==> config.mk <==
export PLATFORM = sky130hd
export DESIGN_NAME = actuator_stall_retry_homing_fsm
export DESIGN_NICKNAME = d
export VERILOG_FILES = /design/src/design/asrhf_pkg.sv /design/src/design/actuator_stall_retry_homing_fsm.sv /design/src/design/asrhf_step.sv
export SDC_FILE = /design/constraint.sdc
export NUM_CORES = 1
export LEC_CHECK = 0
export BUFFER_PORTS_ARGS = -buffer_cell sky130_fd_sc_hd__buf_2
export CORE_AREA = 2 2 166 331
export DETAILED_ROUTE_END_ITERATION = 7
export DIE_AREA = 0 0 168 333
export GPL_TIMING_DRIVEN = 0
export PLACE_DENSITY_LB_ADDON = 0.05
export REMOVE_ABC_BUFFERS = 1
export SETUP_SLACK_MARGIN = 0.05
export SYNTH_ARGS = -nofsm -noshare
export SYNTH_HDL_FRONTEND = slang
export SYNTH_HIERARCHICAL = 1
export SYNTH_SLANG_ARGS = --single-unit
==> constraint.sdc <==
create_clock -name clk -period 11.2 [get_ports clk]
set_input_delay 0.56 -clock clk [delete_from_list [all_inputs] [get_ports clk]]
set_output_delay 0.56 -clock clk [all_outputs]
set_load 0.02 [all_outputs]
==> src/design/asrhf_pkg.sv <==
// Shared types, codes and constants for the actuator stall, retry and homing sequencer.
package asrhf_pkg;

  // Fixed motion constants.
  localparam int BACKOFF             = 40;
  localparam int HOME_SETTLE         = 2000;
  localparam int HOME_RETURN_TIMEOUT = 10000;
  localparam int HOME_SEEK_TIMEOUT   = 5000;

  localparam logic signed [8:0]  HOMING_DRIVE    = 9'sd120;
  localparam logic signed [15:0] HOMING_SETPOINT = -16'sd1000;
  localparam logic signed [8:0]  DRIVE_MIN       = -9'sd255;
  localparam logic signed [8:0]  DRIVE_OVER      = -9'sd256;

  // Input word modes.
  localparam logic [1:0] MODE_TICK   = 2'd0;
  localparam logic [1:0] MODE_TARGET = 2'd1;
  localparam logic [1:0] MODE_HOME   = 2'd2;

  // Status codes.
  localparam logic [1:0] ERR_OK      = 2'd0;
  localparam logic [1:0] ERR_HOMING  = 2'd1;
  localparam logic [1:0] ERR_BLOCKED = 2'd2;

  // Configuration register indexes.
  localparam int CFG_IDX_W = 3;
  localparam logic [CFG_IDX_W-1:0] CFG_TICK_PERIOD = 3'd0;
  localparam logic [CFG_IDX_W-1:0] CFG_STALL_TIME  = 3'd1;
  localparam logic [CFG_IDX_W-1:0] CFG_RETRY_LIMIT = 3'd2;
  localparam logic [CFG_IDX_W-1:0] CFG_MAX_TARGET  = 3'd3;
  localparam logic [CFG_IDX_W-1:0] CFG_HOME_RELOAD = 3'd4;
  localparam logic [CFG_IDX_W-1:0] CFG_REVERSE_DIR = 3'd5;
  localparam int CFG_DATA_W = 16;

  typedef enum logic [2:0] {
    S_NORMAL   = 3'd0,
    S_ATTEMPT  = 3'd1,
    S_ATT_RET  = 3'd2,
    S_HOME_RET = 3'd3,
    S_HOMING   = 3'd4,
    S_ERROR    = 3'd5
  } fsm_state_t;

  typedef struct packed {
    logic [15:0]        tick_period;
    logic [15:0]        stall_time;
    logic [7:0]         retry_limit;
    logic [14:0]        max_target;
    logic signed [15:0] home_reload;
    logic               reverse_dir;
  } cfg_t;

  localparam cfg_t CFG_RESET = '{
    tick_period: 16'd10,
    stall_time:  16'd500,
    retry_limit: 8'd3,
    max_target:  15'd2000,
    home_reload: -16'sd100,
    reverse_dir: 1'b0
  };

  typedef struct packed {
    logic [1:0]         mode;
    logic [15:0]        now_time;
    logic signed [15:0] position;
    logic signed [15:0] enc_speed;
    logic signed [8:0]  pid_drive;
    logic signed [15:0] target;
  } item_t;

  typedef struct packed {
    fsm_state_t         fsm_state;
    logic signed [15:0] target_pos;
    logic signed [15:0] stuck_pos;
    logic [15:0]        still_time;
    logic [15:0]        home_time;
    logic [7:0]         retries;
    logic [15:0]        prev_time;
    logic signed [8:0]  drive;
    logic signed [8:0]  prev_drive;
    logic [1:0]         err_code;
    logic signed [15:0] cur_setpoint;
  } seq_state_t;

  localparam seq_state_t STATE_RESET = '{
    fsm_state:    S_NORMAL,
    target_pos:   16'sd0,
    stuck_pos:    16'sd0,
    still_time:   16'd0,
    home_time:    16'd0,
    retries:      8'd0,
    prev_time:    16'd0,
    drive:        9'sd0,
    prev_drive:   9'sd0,
    err_code:     ERR_OK,
    cur_setpoint: 16'sd0
  };

  typedef struct packed {
    logic signed [15:0] setpoint;
    logic               pid_advance;
    logic               direction;
    logic [7:0]         duty;
    logic               duty_write;
    logic               enc_load;
    logic signed [15:0] enc_load_value;
    logic [1:0]         status;
    logic signed [15:0] cur_target;
  } result_t;

  // Timer add that sticks at the top of the 16-bit range.
  function automatic logic [15:0] tadd16(input logic [15:0] a, input logic [15:0] b);
    logic [16:0] s;
    s = {1'b0, a} + {1'b0, b};
    return s[16] ? 16'hFFFF : s[15:0];
  endfunction

  // Saturates a 17-bit signed value into 16 bits.
  function automatic logic signed [15:0] sat16(input logic signed [16:0] v);
    logic signed [15:0] r;
    if (v[16] != v[15]) begin
      r = v[16] ? 16'sh8000 : 16'sh7FFF;
    end else begin
      r = v[15:0];
    end
    return r;
  endfunction

endpackage

==> src/design/actuator_stall_retry_homing_fsm.sv <==
// Top level of the actuator stall, retry and homing sequencer.
//
// Input channel: in_valid / in_stall with the fields mode, now_time, position,
// enc_speed, pid_drive and target. A word is taken when in_valid is high and
// in_stall is low. Each input word gives exactly one result word on the
// output channel (out_valid / out_stall), carrying setpoint, pid_advance,
// direction, duty, duty_write, enc_load, enc_load_value, status and cur_target.
//
// A taken word sits in an input register; when the result register is empty
// or not stalled, the sequencer logic evaluates it, updates the state and
// loads the result register. One word per cycle is sustained while out_stall is
// low, set by the single state update per word.
//
// When the receiver stalls, the result register holds its word and the input
// register can still take one more word; in_stall rises only when both are
// full. Configuration is written through cfg_we, cfg_index and cfg_data at
// any edge with cfg_we high; it should be changed only while the block is idle.
//
// Synchronous reset returns the sequencer to the normal state with all timers,
// positions and drive cleared, restores the register defaults and empties
// both the input and result registers.
module actuator_stall_retry_homing_fsm (
  input  logic                                 clk,
  input  logic                                 rst,
  input  logic                                 cfg_we,
  input  logic [asrhf_pkg::CFG_IDX_W-1:0]      cfg_index,
  input  logic [asrhf_pkg::CFG_DATA_W-1:0]     cfg_data,
  input  logic                                 in_valid,
  output logic                                 in_stall,
  input  logic [1:0]                           mode,
  input  logic [15:0]                          now_time,
  input  logic signed [15:0]                   position,
  input  logic signed [15:0]                   enc_speed,
  input  logic signed [8:0]                    pid_drive,
  input  logic signed [15:0]                   target,
  output logic                                 out_valid,
  input  logic                                 out_stall,
  output logic signed [15:0]                   setpoint,
  output logic                                 pid_advance,
  output logic                                 direction,
  output logic [7:0]                           duty,
  output logic                                 duty_write,
  output logic                                 enc_load,
  output logic signed [15:0]                   enc_load_value,
  output logic [1:0]                           status,
  output logic signed [15:0]                   cur_target
);
  import asrhf_pkg::*;

  cfg_t       cfg;
  seq_state_t st;
  seq_state_t st_next;
  item_t      in_word;
  logic       in_full;
  result_t    res_next;
  result_t    res_word;
  logic       advance;
  logic       accept;

  assign advance  = in_full && (!out_valid || !out_stall);
  assign in_stall = in_full && out_valid && out_stall;
  assign accept   = in_valid && !in_stall;

  always_ff @(posedge clk) begin
    if (rst) begin
      cfg <= CFG_RESET;
    end else if (cfg_we) begin
      case (cfg_index)
        CFG_TICK_PERIOD: cfg.tick_period <= cfg_data;
        CFG_STALL_TIME:  cfg.stall_time  <= cfg_data;
        CFG_RETRY_LIMIT: cfg.retry_limit <= cfg_data[7:0];
        CFG_MAX_TARGET:  cfg.max_target  <= cfg_data[14:0];
        CFG_HOME_RELOAD: cfg.home_reload <= signed'(cfg_data);
        CFG_REVERSE_DIR: cfg.reverse_dir <= cfg_data[0];
        default: begin
        end
      endcase
    end
  end

  always_ff @(posedge clk) begin
    if (rst) begin
      in_full <= 1'b0;
    end else if (accept) begin
      in_full <= 1'b1;
    end else if (advance) begin
      in_full <= 1'b0;
    end
  end

  always_ff @(posedge clk) begin
    if (accept) begin
      in_word <= '{mode: mode, now_time: now_time, position: position,
                   enc_speed: enc_speed, pid_drive: pid_drive, target: target};
    end
  end

  asrhf_step u_step (
    .cfg  (cfg),
    .st   (st),
    .item (in_word),
    .nx   (st_next),
    .res  (res_next)
  );

  always_ff @(posedge clk) begin
    if (rst) begin
      st <= STATE_RESET;
    end else if (advance) begin
      st <= st_next;
    end
  end

  always_ff @(posedge clk) begin
    if (rst) begin
      out_valid <= 1'b0;
    end else if (advance) begin
      out_valid <= 1'b1;
    end else if (!out_stall) begin
      out_valid <= 1'b0;
    end
  end

  always_ff @(posedge clk) begin
    if (advance) begin
      res_word <= res_next;
    end
  end

  assign setpoint       = res_word.setpoint;
  assign pid_advance    = res_word.pid_advance;
  assign direction      = res_word.direction;
  assign duty           = res_word.duty;
  assign duty_write     = res_word.duty_write;
  assign enc_load       = res_word.enc_load;
  assign enc_load_value = res_word.enc_load_value;
  assign status         = res_word.status;
  assign cur_target     = res_word.cur_target;

endmodule

==> src/design/asrhf_step.sv <==
// Combinational next-state and result logic for one word of the sequencer.
module asrhf_step (
  input  asrhf_pkg::cfg_t       cfg,
  input  asrhf_pkg::seq_state_t st,
  input  asrhf_pkg::item_t      item,
  output asrhf_pkg::seq_state_t nx,
  output asrhf_pkg::result_t    res
);
  import asrhf_pkg::*;

  localparam logic signed [16:0] BACKOFF_W   = 17'(BACKOFF);
  localparam logic [15:0]        SETTLE_W    = 16'(HOME_SETTLE);
  localparam logic [15:0]        RET_TMO_W   = 16'(HOME_RETURN_TIMEOUT);
  localparam logic [15:0]        SEEK_TMO_W  = 16'(HOME_SEEK_TIMEOUT);

  logic signed [8:0]  pd;
  logic signed [15:0] max_s;
  logic signed [15:0] tgt_c;
  logic [15:0]        delta;
  logic               tick_due;
  logic [15:0]        still_sum;
  logic [15:0]        home_sum;
  logic               stalled;
  logic signed [16:0] pos_x;
  logic signed [16:0] stuck_x;
  logic signed [16:0] diff;
  logic signed [16:0] pos_gap;
  logic signed [15:0] bo_setpoint;
  logic               retry_left;
  logic [7:0]         retries_inc;
  logic signed [8:0]  dabs;

  always_comb begin
    pd        = (item.pid_drive == DRIVE_OVER) ? DRIVE_MIN : item.pid_drive;
    max_s     = signed'({1'b0, cfg.max_target});
    tgt_c     = (item.target > max_s) ? max_s : item.target;
    delta     = item.now_time - st.prev_time;
    tick_due  = (delta >= cfg.tick_period);
    still_sum = tadd16(st.still_time, delta);
    home_sum  = tadd16(st.home_time, delta);
    stalled   = (pd != 9'sd0) && (item.enc_speed == 16'sd0);
    pos_x     = {item.position[15], item.position};
    stuck_x   = {st.stuck_pos[15], st.stuck_pos};
    diff      = pos_x - stuck_x;
    pos_gap   = diff[16] ? -diff : diff;
    // Back off away from the target side of the stall point.
    bo_setpoint = (item.position < st.target_pos) ? sat16(pos_x - BACKOFF_W)
                                                  : sat16(pos_x + BACKOFF_W);
    retry_left  = (({1'b0, st.retries} + 9'd1) < {1'b0, cfg.retry_limit});
    retries_inc = (st.retries == 8'hFF) ? st.retries : st.retries + 8'd1;

    nx                 = st;
    res.pid_advance    = 1'b0;
    res.duty_write     = 1'b0;
    res.enc_load       = 1'b0;
    res.enc_load_value = 16'sd0;

    case (item.mode)
      MODE_TARGET: begin
        if ((st.fsm_state == S_NORMAL || st.fsm_state == S_ERROR) &&
            tgt_c != st.target_pos) begin
          nx.target_pos   = tgt_c;
          nx.fsm_state    = S_NORMAL;
          nx.err_code     = ERR_OK;
          nx.retries      = 8'd0;
          nx.cur_setpoint = tgt_c;
        end
      end
      MODE_HOME: begin
        if (st.fsm_state != S_HOME_RET && st.fsm_state != S_HOMING) begin
          nx.fsm_state    = S_HOME_RET;
          nx.err_code     = ERR_HOMING;
          nx.home_time    = 16'd0;
          nx.still_time   = 16'd0;
          nx.target_pos   = 16'sd0;
          nx.cur_setpoint = HOMING_SETPOINT;
        end
      end
      MODE_TICK: begin
        if (tick_due) begin
          nx.prev_time = item.now_time;
          if (st.fsm_state inside {S_NORMAL, S_ATTEMPT, S_ATT_RET, S_HOME_RET}) begin
            nx.drive        = pd;
            res.pid_advance = 1'b1;
          end
          case (st.fsm_state)
            S_NORMAL: begin
              if (stalled) begin
                if (still_sum >= cfg.stall_time) begin
                  nx.still_time   = 16'd0;
                  nx.retries      = 8'd0;
                  nx.stuck_pos    = item.position;
                  nx.cur_setpoint = bo_setpoint;
                  nx.fsm_state    = S_ATT_RET;
                end else begin
                  nx.still_time = still_sum;
                end
              end else begin
                nx.still_time = 16'd0;
              end
            end
            S_ATTEMPT: begin
              // The stall timer keeps its count while the motor moves here.
              if (stalled) begin
                if (still_sum >= cfg.stall_time) begin
                  nx.retries    = retries_inc;
                  nx.still_time = 16'd0;
                  if (retry_left) begin
                    nx.stuck_pos    = item.position;
                    nx.cur_setpoint = bo_setpoint;
                    nx.fsm_state    = S_ATT_RET;
                  end else begin
                    nx.drive     = 9'sd0;
                    nx.err_code  = ERR_BLOCKED;
                    nx.fsm_state = S_ERROR;
                  end
                end else begin
                  nx.still_time = still_sum;
                end
              end
            end
            S_ATT_RET: begin
              if (pos_gap >= BACKOFF_W) begin
                nx.cur_setpoint = st.target_pos;
                nx.fsm_state    = S_ATTEMPT;
              end
            end
            S_HOME_RET: begin
              if (item.enc_speed == 16'sd0) begin
                if (still_sum >= SETTLE_W) begin
                  nx.home_time  = 16'd0;
                  nx.still_time = 16'd0;
                  res.enc_load  = 1'b1;
                  nx.drive      = HOMING_DRIVE;
                  nx.fsm_state  = S_HOMING;
                end else begin
                  nx.still_time = still_sum;
                end
              end else begin
                nx.home_time  = home_sum;
                nx.still_time = 16'd0;
                if (home_sum >= RET_TMO_W) begin
                  nx.drive     = 9'sd0;
                  res.enc_load = 1'b1;
                  nx.err_code  = ERR_BLOCKED;
                  nx.fsm_state = S_ERROR;
                end
              end
            end
            S_HOMING: begin
              if (item.position > 16'sd0) begin
                nx.drive           = 9'sd0;
                res.enc_load       = 1'b1;
                res.enc_load_value = cfg.home_reload;
                nx.cur_setpoint    = 16'sd0;
                nx.still_time      = 16'd0;
                nx.err_code        = ERR_OK;
                nx.fsm_state       = S_NORMAL;
              end else begin
                nx.home_time = home_sum;
                if (home_sum >= SEEK_TMO_W) begin
                  nx.drive     = 9'sd0;
                  res.enc_load = 1'b1;
                  nx.err_code  = ERR_BLOCKED;
                  nx.fsm_state = S_ERROR;
                end
              end
            end
            default: begin
              nx.drive = 9'sd0;
            end
          endcase
          if (nx.drive != st.prev_drive) begin
            res.duty_write = 1'b1;
            nx.prev_drive  = nx.drive;
          end
        end
      end
      default: begin
      end
    endcase

    dabs          = nx.drive[8] ? -nx.drive : nx.drive;
    res.duty      = dabs[7:0];
    res.direction = ((nx.drive > 9'sd0 && !cfg.reverse_dir) ||
                     (nx.drive < 9'sd0 && cfg.reverse_dir)) ? 1'b0 : 1'b1;
    res.setpoint   = nx.cur_setpoint;
    res.status     = nx.err_code;
    res.cur_target = nx.target_pos;
  end

endmodule

==> flow_metrics.tcl, run 1 <==
set metrics [dict create \
    core_area_sq_mm 0.0533 \
    yosys_most_used_dff "dfxtp_1" \
    criticalPathCategory "flop to flop" \
    via_count 20800 \
    cap_viol_max_count 0 \
    utilization_pct 50.3 \
    holdPathStages 1 \
    h-tree-depth 2 \
    ctsHoldBuffers 0 \
    reg2reg_depth 35 \
    rrSetupSlack_ns 1.54 \
    grt_pass1_vias 20700 \
    grt_antenna_before_repair 0 \
    reg2reg_from "st[37]" \
    cts_made_buffers 35 \
    viasPerCell 5.84 \
    wire_per_inst_microns 21.4 \
    syn_inst 2821 \
    clk_path_buf_depth 3 \
    die_w_microns 168 \
    synth-simple-area-share_pct 21.9 \
    critPathSlowestCell "xnor2_1" \
    routed_wl_mm 76.3 \
    syn_avg_cell_area_sq_um 8.66 \
    cts_sinks 338 \
    fmax_mhz 103 \
    synth.area.mux_share_pct 10.2 \
    synth_compound_area_share_pct 17.7 \
    drive_above_1_share_pct 10.4 \
    synthAdderAreaFrac_pct 7.55 \
    place_ws_ns 1.66 \
    hold_end "in_word[45]" \
    finalNonFillerCells 3560 \
    synth_top_area_share_pct 16.8 \
    synth_area_leaders "edfxtp_1 17%, dfxtp_1 16%, mux2i_1 9.1%, nand2b_1 8.4%, ha_1 7.2%" \
    ys_ff_latch 338 \
    rsz0062_at_grt "false" \
    synth-edff-count 137 \
    finClkSkew_ns 0.0308 \
    synth_top_area_cell "edfxtp_1" \
    synth_area_sq_mm 0.0244 \
    antenna_left 0 \
    critPathLaunchType "flop" \
    end_kind "flop" \
    worst_slack_ns 1.54 \
    grt_use_total_pct 26.7 \
    grt_max_degree 203 \
    synth_top_family_by_area "simple AND/OR/NAND/NOR gates" \
    route.detailed.drc 0 \
    dpl.cell_count 3496 \
    grt_pass1_wl_mm 116 \
    path_max_fanout 10 \
    io_pins 163 \
    rows 120 \
    setup-tns-final_ns 0 \
    dp_hpwl_mm 58.4 \
    ys_types 98 \
    cts_root_buf "clkbuf_16" \
    leakage_uw 0.0104 \
    cp_top_family "compound AO/OA/AOI/OAI gates" \
    status "finished, final reports clean" \
    hold-worst-slack_ns 0.173 \
    dieArea_sq_mm 0.0559 \
    finalMaxSlewViolations 0 \
    area_growth_pct 9.68 \
    io_buffers 162 \
    period_share_pct 86.3 \
    p_per_area_mw_per_mm2 121 \
    required_ns 11.69 \
    yosys_warnings 6 \
    setup_viol 0 \
    fin_nets 3107 \
    fin_crit_ns 9.66 \
    hp-class "primary input to flop" \
    max_stage_delay_ns 0.72 \
    synthArstFlopShare_pct 0 \
    overflow 0 \
    die_h_microns 333 \
    cts.reportedPaths.clkPinSlew_ns 0.06 \
    ctsResizeCount 0 \
    dr.pass1.iters 5 \
    maxSlewHeadroom_pct 13.7 \
    seq_area_frac_synth_pct 33.3 \
    path_common_cell "o21ai_0" \
    cp_num_buf_inv 1 \
    hp-start "position[4]" \
    place_congestion 0.914 \
    hold_violations 0 \
    start_util_pct 45.8 \
    arrival_ns 10.15 \
    cts_setup_buffers 0 \
    clock_latency_ns 0.57 \
    tightest_slew_ns 1.28 \
    cts_tree "yes" \
    reg2reg_to "st[5]" \
    synth_xor_area_share_pct 3.19 \
    dr.first_iter.drc_count 1298 \
    peakVddDrop_mv 0.134 \
    fillers 5065 \
]
## synthesized netlist by cell type (15+ instances only)
master and instances:
nand2b_1 330, mux2i_1 221, nand2_1 213, dfxtp_1 201, nor2_1 189, inv_1 173, a21oi_1 155, o21ai_0 149
ha_1 141, edfxtp_1 137, clkbuf_1 98, xnor2_1 51, a21o_1 43, nand3_1 41, nor3_1 39, buf_4 38
xor2_1 38, and2_1 32, nor2b_1 31, a31oi_1 30, buf_2 30, a22o_1 25, a211oi_1 21, o21a_1 21
mux2_2 20, nor4_1 20, and3_1 19, nand4_1 19, o211ai_1 19, o22ai_1 15
## area by class of cell
class / count / area (sq um) / area share [%]
diodes: 1 / 2.50 / 0.00934
flip-flops and latches: 338 / 8140 / 30.4
repair buffers: 180 / 1140 / 4.27
clock inverters: 14 / 196 / 0.733
inverters: 173 / 649 / 2.42
clock buffers: 48 / 987 / 3.68
multi-input cells: 2135 / 14800 / 55.4
well taps: 671 / 840 / 3.13
## worst max path at each step
stage	end	startpoint	cells after the start
after floorplan	st[0]	out_stall	2
after global placement	st[8]	out_stall	3
after detailed placement	setpoint[15]	st[37]	32
after CTS	setpoint[15]	st[37]	32
after global routing	st[5]	st[37]	35
final	st[5]	st[37]	35
## kinds of logic (layout without fill, tap and decap cells)
family / after synthesis / in the layout
compound gates: 647 / 647
xor+xnor: 89 / 89
fa+ha+maj: 145 / 145
buf+inv: 348 / 415
flops: 338 / 338
mux: 246 / 246
other cells: 0 / 1
simple gates: 1008 / 1008
## state kept, by name, indices dropped and copies added, names as in the netlist
register and flops:
status 2, cfg 72, in_word 75, setpoint 16, in_full 1, cur_target 16
enc_load_value 16, enc_load 1, pid_advance 1, duty 8, out_valid 1, direction 1
st 127, duty_write 1
## cells in the final DEF (no fill, tap or decap), types with 38 or more instances in the layout
| cell | Yosys | routed |
|---|---|---|
| nand2b_1 | 330 | 330 |
| mux2i_1 | 221 | 220 |
| nand2_1 | 213 | 213 |
| dfxtp_1 | 201 | 201 |
| nor2_1 | 189 | 188 |
| inv_1 | 173 | 173 |
| buf_2 | 30 | 161 |
| a21oi_1 | 155 | 154 |
| o21ai_0 | 149 | 149 |
| ha_1 | 141 | 141 |
| edfxtp_1 | 137 | 137 |
| xnor2_1 | 51 | 51 |
| a21o_1 | 43 | 43 |
| nand3_1 | 41 | 41 |
| nor3_1 | 39 | 39 |
| xor2_1 | 38 | 38 |
## layer usage
| metal | wire length [microns] | GRT usage, % |
|---|---|---|
| met1 | 27000 | 26.5 |
| met2 | 41300 | 51.7 |
| met3 | 2430 | 2.48 |
| met4 | 5630 | 18.0 |
| met5 | 0 | 0 |
## per-stage QoR
| step | power [uW] | cell area, sq um |
|---|---|---|
| 2_1_floorplan | 1830 | 23600 |
| 3_3_place_gp | 2060 | 25200 |
| 3_5_place_dp | 2030 | 25600 |
| 4_1_cts | 3290 | 26800 |
| 5_1_grt | 3380 | 26800 |
| 6_report | 3250 | 26800 |
## where the power goes
part,leakage (uW),total (uW),switching (uW),internal [uW]
clock,0.000575,1250,530,716
combinational,0.00691,643,405,237
sequential,0.00294,1360,38.5,1330
No activity file was read; power rests on OpenSTA's default activity.
==> run 2: changes to the inputs <==
--- a/config.mk
+++ b/config.mk
@@ -6,14 +6,12 @@
 export NUM_CORES = 1
 export LEC_CHECK = 0
 export BUFFER_PORTS_ARGS = -buffer_cell sky130_fd_sc_hd__buf_2
-export CORE_AREA = 2 2 166 331
+export CORE_AREA = 2 2 167 332
 export DETAILED_ROUTE_END_ITERATION = 7
-export DIE_AREA = 0 0 168 333
+export DIE_AREA = 0 0 169 334
 export GPL_TIMING_DRIVEN = 0
 export PLACE_DENSITY_LB_ADDON = 0.05
-export REMOVE_ABC_BUFFERS = 1
 export SETUP_SLACK_MARGIN = 0.05
 export SYNTH_ARGS = -nofsm -noshare
 export SYNTH_HDL_FRONTEND = slang
-export SYNTH_HIERARCHICAL = 1
 export SYNTH_SLANG_ARGS = --single-unit
==> flow_metrics.tcl, run 2 <==
set metrics [dict create \
    tightest_slew_ns 1.41 \
    ctsResizeCount 0 \
    synth_top_area_cell "edfxtp_1" \
    cts_setup_buffers 0 \
    synth-edff-count 137 \
    ys_types 104 \
    hold_end "in_word[57]" \
    status "finished, final reports clean" \
    use_met1_pct 24.4 \
    cts.reportedPaths.clkPinSlew_ns 0.07 \
    leakage_uw 0.00943 \
    grt_max_degree 49 \
    io_buffers 159 \
    synth_area_leaders "edfxtp_1 19%, dfxtp_1 19%, ha_1 8.5%, nand2_1 5.8%, a21oi_1 5.0%" \
    hold_violations 0 \
    critPathLaunchType "flop" \
    final_common_cell "nand2_1" \
    finalMaxSlewViolations 0 \
    holdPathStages 1 \
    maxSlewHeadroom_pct 4.84 \
    grt.busiest_layer "met2" \
    use_met2_pct 54.6 \
    dr.pass1.iters 8 \
    drive_above_1_share_pct 10.9 \
    critPathSlowestCell "xnor2_1" \
    criticalPathCategory "flop to flop" \
    path_max_fanout 10 \
    area_growth_pct 14.0 \
    grtUsageMet3_pct 2.83 \
    viasPerCell 5.77 \
    die_h_microns 334 \
    overflow 0 \
    cts_root_buf "clkbuf_16" \
    dieArea_sq_mm 0.0564 \
    period_share_pct 90.2 \
    dp_hpwl_mm 63.2 \
    syn_nets 2709 \
    start_util_pct 39.3 \
    antenna_cells 0 \
    cts_made_buffers 36 \
    synth_top_area_share_pct 19.3 \
    reg2reg_to "duty[6]" \
    reg2reg_from "st[37]" \
    end_kind "flop" \
    rows 121 \
    arrival_ns 10.40 \
    clk_path_buf_depth 3 \
    seq_area_frac_synth_pct 38.2 \
    path_common_cell "o21ai_0" \
    multi_input_area_sq_mm 0.0121 \
    required_ns 11.50 \
    dr.first_iter.drc_count 1155 \
    synth.most_common_cell "nand2_1" \
    fin_nets 2910 \
    die_w_microns 169 \
    io_pins 163 \
    seq_area_sq_mm 0.00814 \
    ys_ff_latch 338 \
    peakVddDrop_mv 0.126 \
    rrSetupSlack_ns 1.10 \
    power.total_uw 3220 \
    reg.largest.list "st: 127 flops, in_word: 75 flops, cfg: 72 flops" \
    synthArstFlopShare_pct 0 \
    fmax_mhz 99.0 \
    synth_area_sq_mm 0.0213 \
    finClkSkew_ns 0.0271 \
    grt_antenna_before_repair 0 \
    layout_common_cells "328 x nand2_1, 211 x a21oi_1, 201 x dfxtp_1" \
    top_register "st" \
    max_stage_delay_ns 0.68 \
    p_per_area_mw_per_mm2 133 \
    syn_inst 2461 \
    setup_viol 0 \
    syn_avg_cell_area_sq_um 8.65 \
    fin_crit_ns 10.10 \
    grt_use_total_pct 27.3 \
    grt_pass1_vias 19700 \
    hp-start "now_time[0]" \
    cts_sinks 338 \
    route.detailed.drc 0 \
    yosys_most_used_dff "dfxtp_1" \
    fillers 5417 \
    routed_wl_mm 78.1 \
    reg2reg_depth 36 \
    grt_pass1_wl_mm 117 \
    core_area_sq_mm 0.0542 \
    synth_commonest_cells "328 x nand2_1, 212 x a21oi_1, 201 x dfxtp_1, 198 x nor2_1, 160 x inv_1" \
    ctsHoldBuffers 0 \
    rsz0062_at_grt "false" \
    cap_viol_max_count 0 \
    wire_per_inst_microns 23.2 \
    largest_reg_flops 127 \
    setup-tns-final_ns 0 \
    via_count 19400 \
    h-tree-depth 2 \
    place_congestion 0.917 \
    cts_tree "yes" \
    hp-class "primary input to flop" \
    yosys_warnings 0 \
    clock_latency_ns 0.58 \
    antenna_left 0 \
]
## run 2: logic make-up after synthesis
kind of cell	after synthesis	share of synthesized area, %
AND/OR/NAND/NOR	833	18.3
buffers and inverters	287	5.21
flip-flops	338	38.2
multiplexers	32	1.52
adder cells (fa/ha/maj)	149	8.90
XOR/XNOR	85	3.50
AO/OA/AOI/OAI	737	24.3
## run 2: worst max-delay path: cells and delay by family (launching register included)
| family | cells | cell delay (ns) |
|---|---|---|
| xor+xnor | 2 | 0.82 |
| flops | 1 | 0.38 |
| simple gates | 4 | 0.79 |
| buf+inv | 4 | 1.22 |
| compound gates | 21 | 5.03 |
| mux | 1 | 0.29 |
| fa+ha+maj | 4 | 1.26 |
## run 2: stage by stage
step	util (%)	setup slack (ns)	hold WS, ns	cell area (sq um)	cells
after floorplan	-	3.58	0.433	21300	2461
after global placement	42.3	-0.0644	0.442	22900	3296
after detailed placement	42.5	0.535	0.446	23000	3300
after CTS	44.7	0.468	0.123	24200	3366
after global routing	44.8	0.157	0.135	24300	3366
final	44.8	1.10	0.153	24300	3366
## run 2: final cells by class
type	instances	share of cell area, %
well taps	676	3.48
clock buffers	44	4.05
flip-flops and latches	338	33.5
repair buffers	163	3.58
plain buffers	124	2.06
multi-input cells	1836	49.8
clock inverters	22	0.954
inverters	163	2.53
## run 2: routing by layer
layer	share of wire, %	routed length (microns)	vias up
li1	-	-	9397
met1	33	25700	9308
met2	55	43100	505
met3	3.1	2380	210
met4	8.9	6950	0
met5	0	0	-
## run 2: power breakdown
| part | total (uW) | internal, uW | switching (uW) |
|---|---|---|---|
| Combinational | 608 | 202 | 406 |
| Clock | 1250 | 703 | 545 |
| Sequential | 1360 | 1330 | 34.4 |
## run 2: worst max path at each step
| stage | slack [ns] | end | from |
|---|---|---|---|
| after floorplan | 3.58 | duty[6] | in_word[57] |
| after CTS | 0.47 | duty[6] | st[37] |
| final | 1.10 | duty[6] | st[37] |
| after global routing | 0.16 | duty[6] | in_word[57] |
| after detailed placement | 0.54 | duty[6] | st[37] |
| after global placement | -0.06 | duty[6] | in_word[57] |
==> run 3: changes to the inputs <==
--- a/config.mk
+++ b/config.mk
@@ -5,12 +5,11 @@
 export SDC_FILE = /design/constraint.sdc
 export NUM_CORES = 1
 export LEC_CHECK = 0
-export BUFFER_PORTS_ARGS = -buffer_cell sky130_fd_sc_hd__buf_2
+export BUFFER_PORTS_ARGS = -buffer_cell sky130_fd_sc_hd__buf_4
 export CORE_AREA = 2 2 167 332
 export DETAILED_ROUTE_END_ITERATION = 7
 export DIE_AREA = 0 0 169 334
 export GPL_TIMING_DRIVEN = 0
-export PLACE_DENSITY_LB_ADDON = 0.05
 export SETUP_SLACK_MARGIN = 0.05
 export SYNTH_ARGS = -nofsm -noshare
 export SYNTH_HDL_FRONTEND = slang
==> flow_metrics.tcl, run 3 (same netlist as run 2, synthesis figures left out) <==
set metrics [dict create \
    die_w_microns 169 \
    finalNonFillerCells 3361 \
    critPathSlowestCell "or4b_2" \
    die_h_microns 334 \
    cap_viol_max_count 0 \
    status "finished, final reports clean" \
    worst_slack_ns 1.15 \
    cp_num_buf_inv 5 \
    leakage_uw 0.00951 \
    rsz0062_at_grt "false" \
    finClkSkew_ns 0.0333 \
    wire_per_inst_microns 22.7 \
    routed_wl_mm 76.2 \
    maxSlewHeadroom_pct 10.7 \
    multi_input_area_sq_mm 0.0121 \
    h-tree-depth 2 \
    path_common_cell "o21ai_0" \
    viasPerCell 5.85 \
    drive_above_1_share_pct 10.7 \
    tightest_slew_ns 1.33 \
    cts.reportedPaths.clkPinSlew_ns 0.07 \
    fillers 5322 \
    clock_latency_ns 0.58 \
    clk_path_buf_depth 3 \
    area_growth_pct 15.2 \
    antenna_left 0 \
    hold_violations 0 \
    placed_area_sq_mm 0.0234 \
    layout_common_cells "328 x nand2_1, 211 x a21oi_1, 201 x dfxtp_1" \
    place_ws_ns 0.670 \
    dr.pass1.iters 7 \
    p_per_area_mw_per_mm2 129 \
    dr.first_iter.drc_count 1189 \
    hp-start "now_time[13]" \
    route.detailed.drc 0 \
    fin_area_sq_mm 0.0245 \
    largest_reg_flops 127 \
    hp-class "primary input to flop" \
    grt_use_total_pct 26.5 \
    io_pins 163 \
    criticalPathCategory "flop to flop" \
    utilization_pct 45.3 \
    critPathLaunchType "flop" \
    antenna_cells 0 \
    io_buffers 159 \
    overflow 0 \
    reg.largest.list "st: 127 flops, in_word: 75 flops, cfg: 72 flops" \
    fin_crit_ns 10.05 \
    cp-startpoint "in_word[57]" \
    dp_hpwl_mm 61.2 \
    path_max_fanout 10 \
    cts_made_buffers 34 \
    cts_root_buf "clkbuf_16" \
    seq_area_sq_mm 0.00814 \
    core_area_sq_mm 0.0542 \
    reg2reg_from "in_word[57]" \
    dieArea_sq_mm 0.0564 \
    power.total_uw 3150 \
    arrival_ns 10.32 \
    grt_pass1_wl_mm 114 \
    start_util_pct 39.3 \
    ctsHoldBuffers 0 \
    reg2reg_depth 38 \
    holdPathStages 1 \
    dpl.cell_count 3300 \
    finalMaxSlewViolations 0 \
    end_kind "flop" \
    cts_tree "yes" \
    setup_viol 0 \
    via_count 19700 \
    fin_nets 2908 \
    final_common_cell "nand2_1" \
    required_ns 11.47 \
    max_stage_delay_ns 0.63 \
    period_share_pct 89.8 \
    grt_pass1_vias 20000 \
    rows 121 \
    place_congestion 0.958 \
    cp.depth 38 \
    grt_max_degree 44 \
    top_register "st" \
    peakVddDrop_mv 0.110 \
    grt_antenna_before_repair 0 \
    cts_sinks 338 \
    cp_top_family "compound AO/OA/AOI/OAI gates" \
    fmax_mhz 99.5 \
]
-- run 3: cell types whose count changed in the layout (fill, tap and decap cells not counted), moves of 2 or more --
cell / change
clkinv_8: -2
clkbuf_8: -2
clkinv_1: -4
clkbuf_1: +3
inv_6: +2
clkbuf_16: -2
buf_2: -159
buf_4: +159
xor2_2: -2
xor2_1: +2
-- run 3: area by class of cell --
class | instances | share of cell area (%)
Clock buffer | 43 | 3.73
Buffer | 124 | 2.04
Multi-Input combinational cell | 1836 | 49.2
Timing Repair Buffer | 163 | 5.16
Clock inverter | 18 | 0.724
Sequential cell | 338 | 33.2
Tap cell | 676 | 3.45
Inverter | 163 | 2.50
-- run 3: what timing repair did --
| action | 4_1_cts | 5_1_grt |
|---|---|---|
| setup buffers | 0 | 0 |
| gates resized for setup | 0 | 2 |
| setup endpoints to repair | 0 | 6 |
-- run 3: path summary, 6_finish.rpt --
check / end / slack [ns]
max: duty[4] / 1.15
min reg2reg: st[42] / 0.46
max reg2reg: duty[4] / 1.15
min: in_word[70] / 0.16
-- run 3: worst register-to-register path, delay by kind of cell (launching register included) --
kind                     cells  cell delay (ns)
multiplexers                 1             0.30
adder cells (fa/ha/maj)      5             1.37
AO/OA/AOI/OAI               20             4.62
XOR/XNOR                     1             0.12
buffers and inverters        5             1.46
AND/OR/NAND/NOR              6             1.49
flip-flops                   1             0.42
-- run 3: metrics by stage --
step                      hold slack, ns  TNS (ns)
after floorplan                    0.433         0
after global placement             0.443   -0.0821
after detailed placement           0.449         0
after CTS                          0.144         0
after global routing               0.159         0
final                              0.161         0
-- run 3: routing by layer --
metal / share of wire [%] / global-route usage [%] / up-vias
met5: 0 / 0 / -
met4: 11 / 25.2 / 0
met3: 3.6 / 2.83 / 313
met2: 53 / 51.0 / 629
met1: 32 / 23.4 / 9319
li1: - / - / 9406
-- run 3: report_power, final --
| part | internal [uW] | switching (uW) | total, uW |
|---|---|---|---|
| logic | 217 | 402 | 619 |
| clock network | 636 | 535 | 1170 |
| registers | 1330 | 35.2 | 1360 |
| total | 2180 | 972 | 3150 |
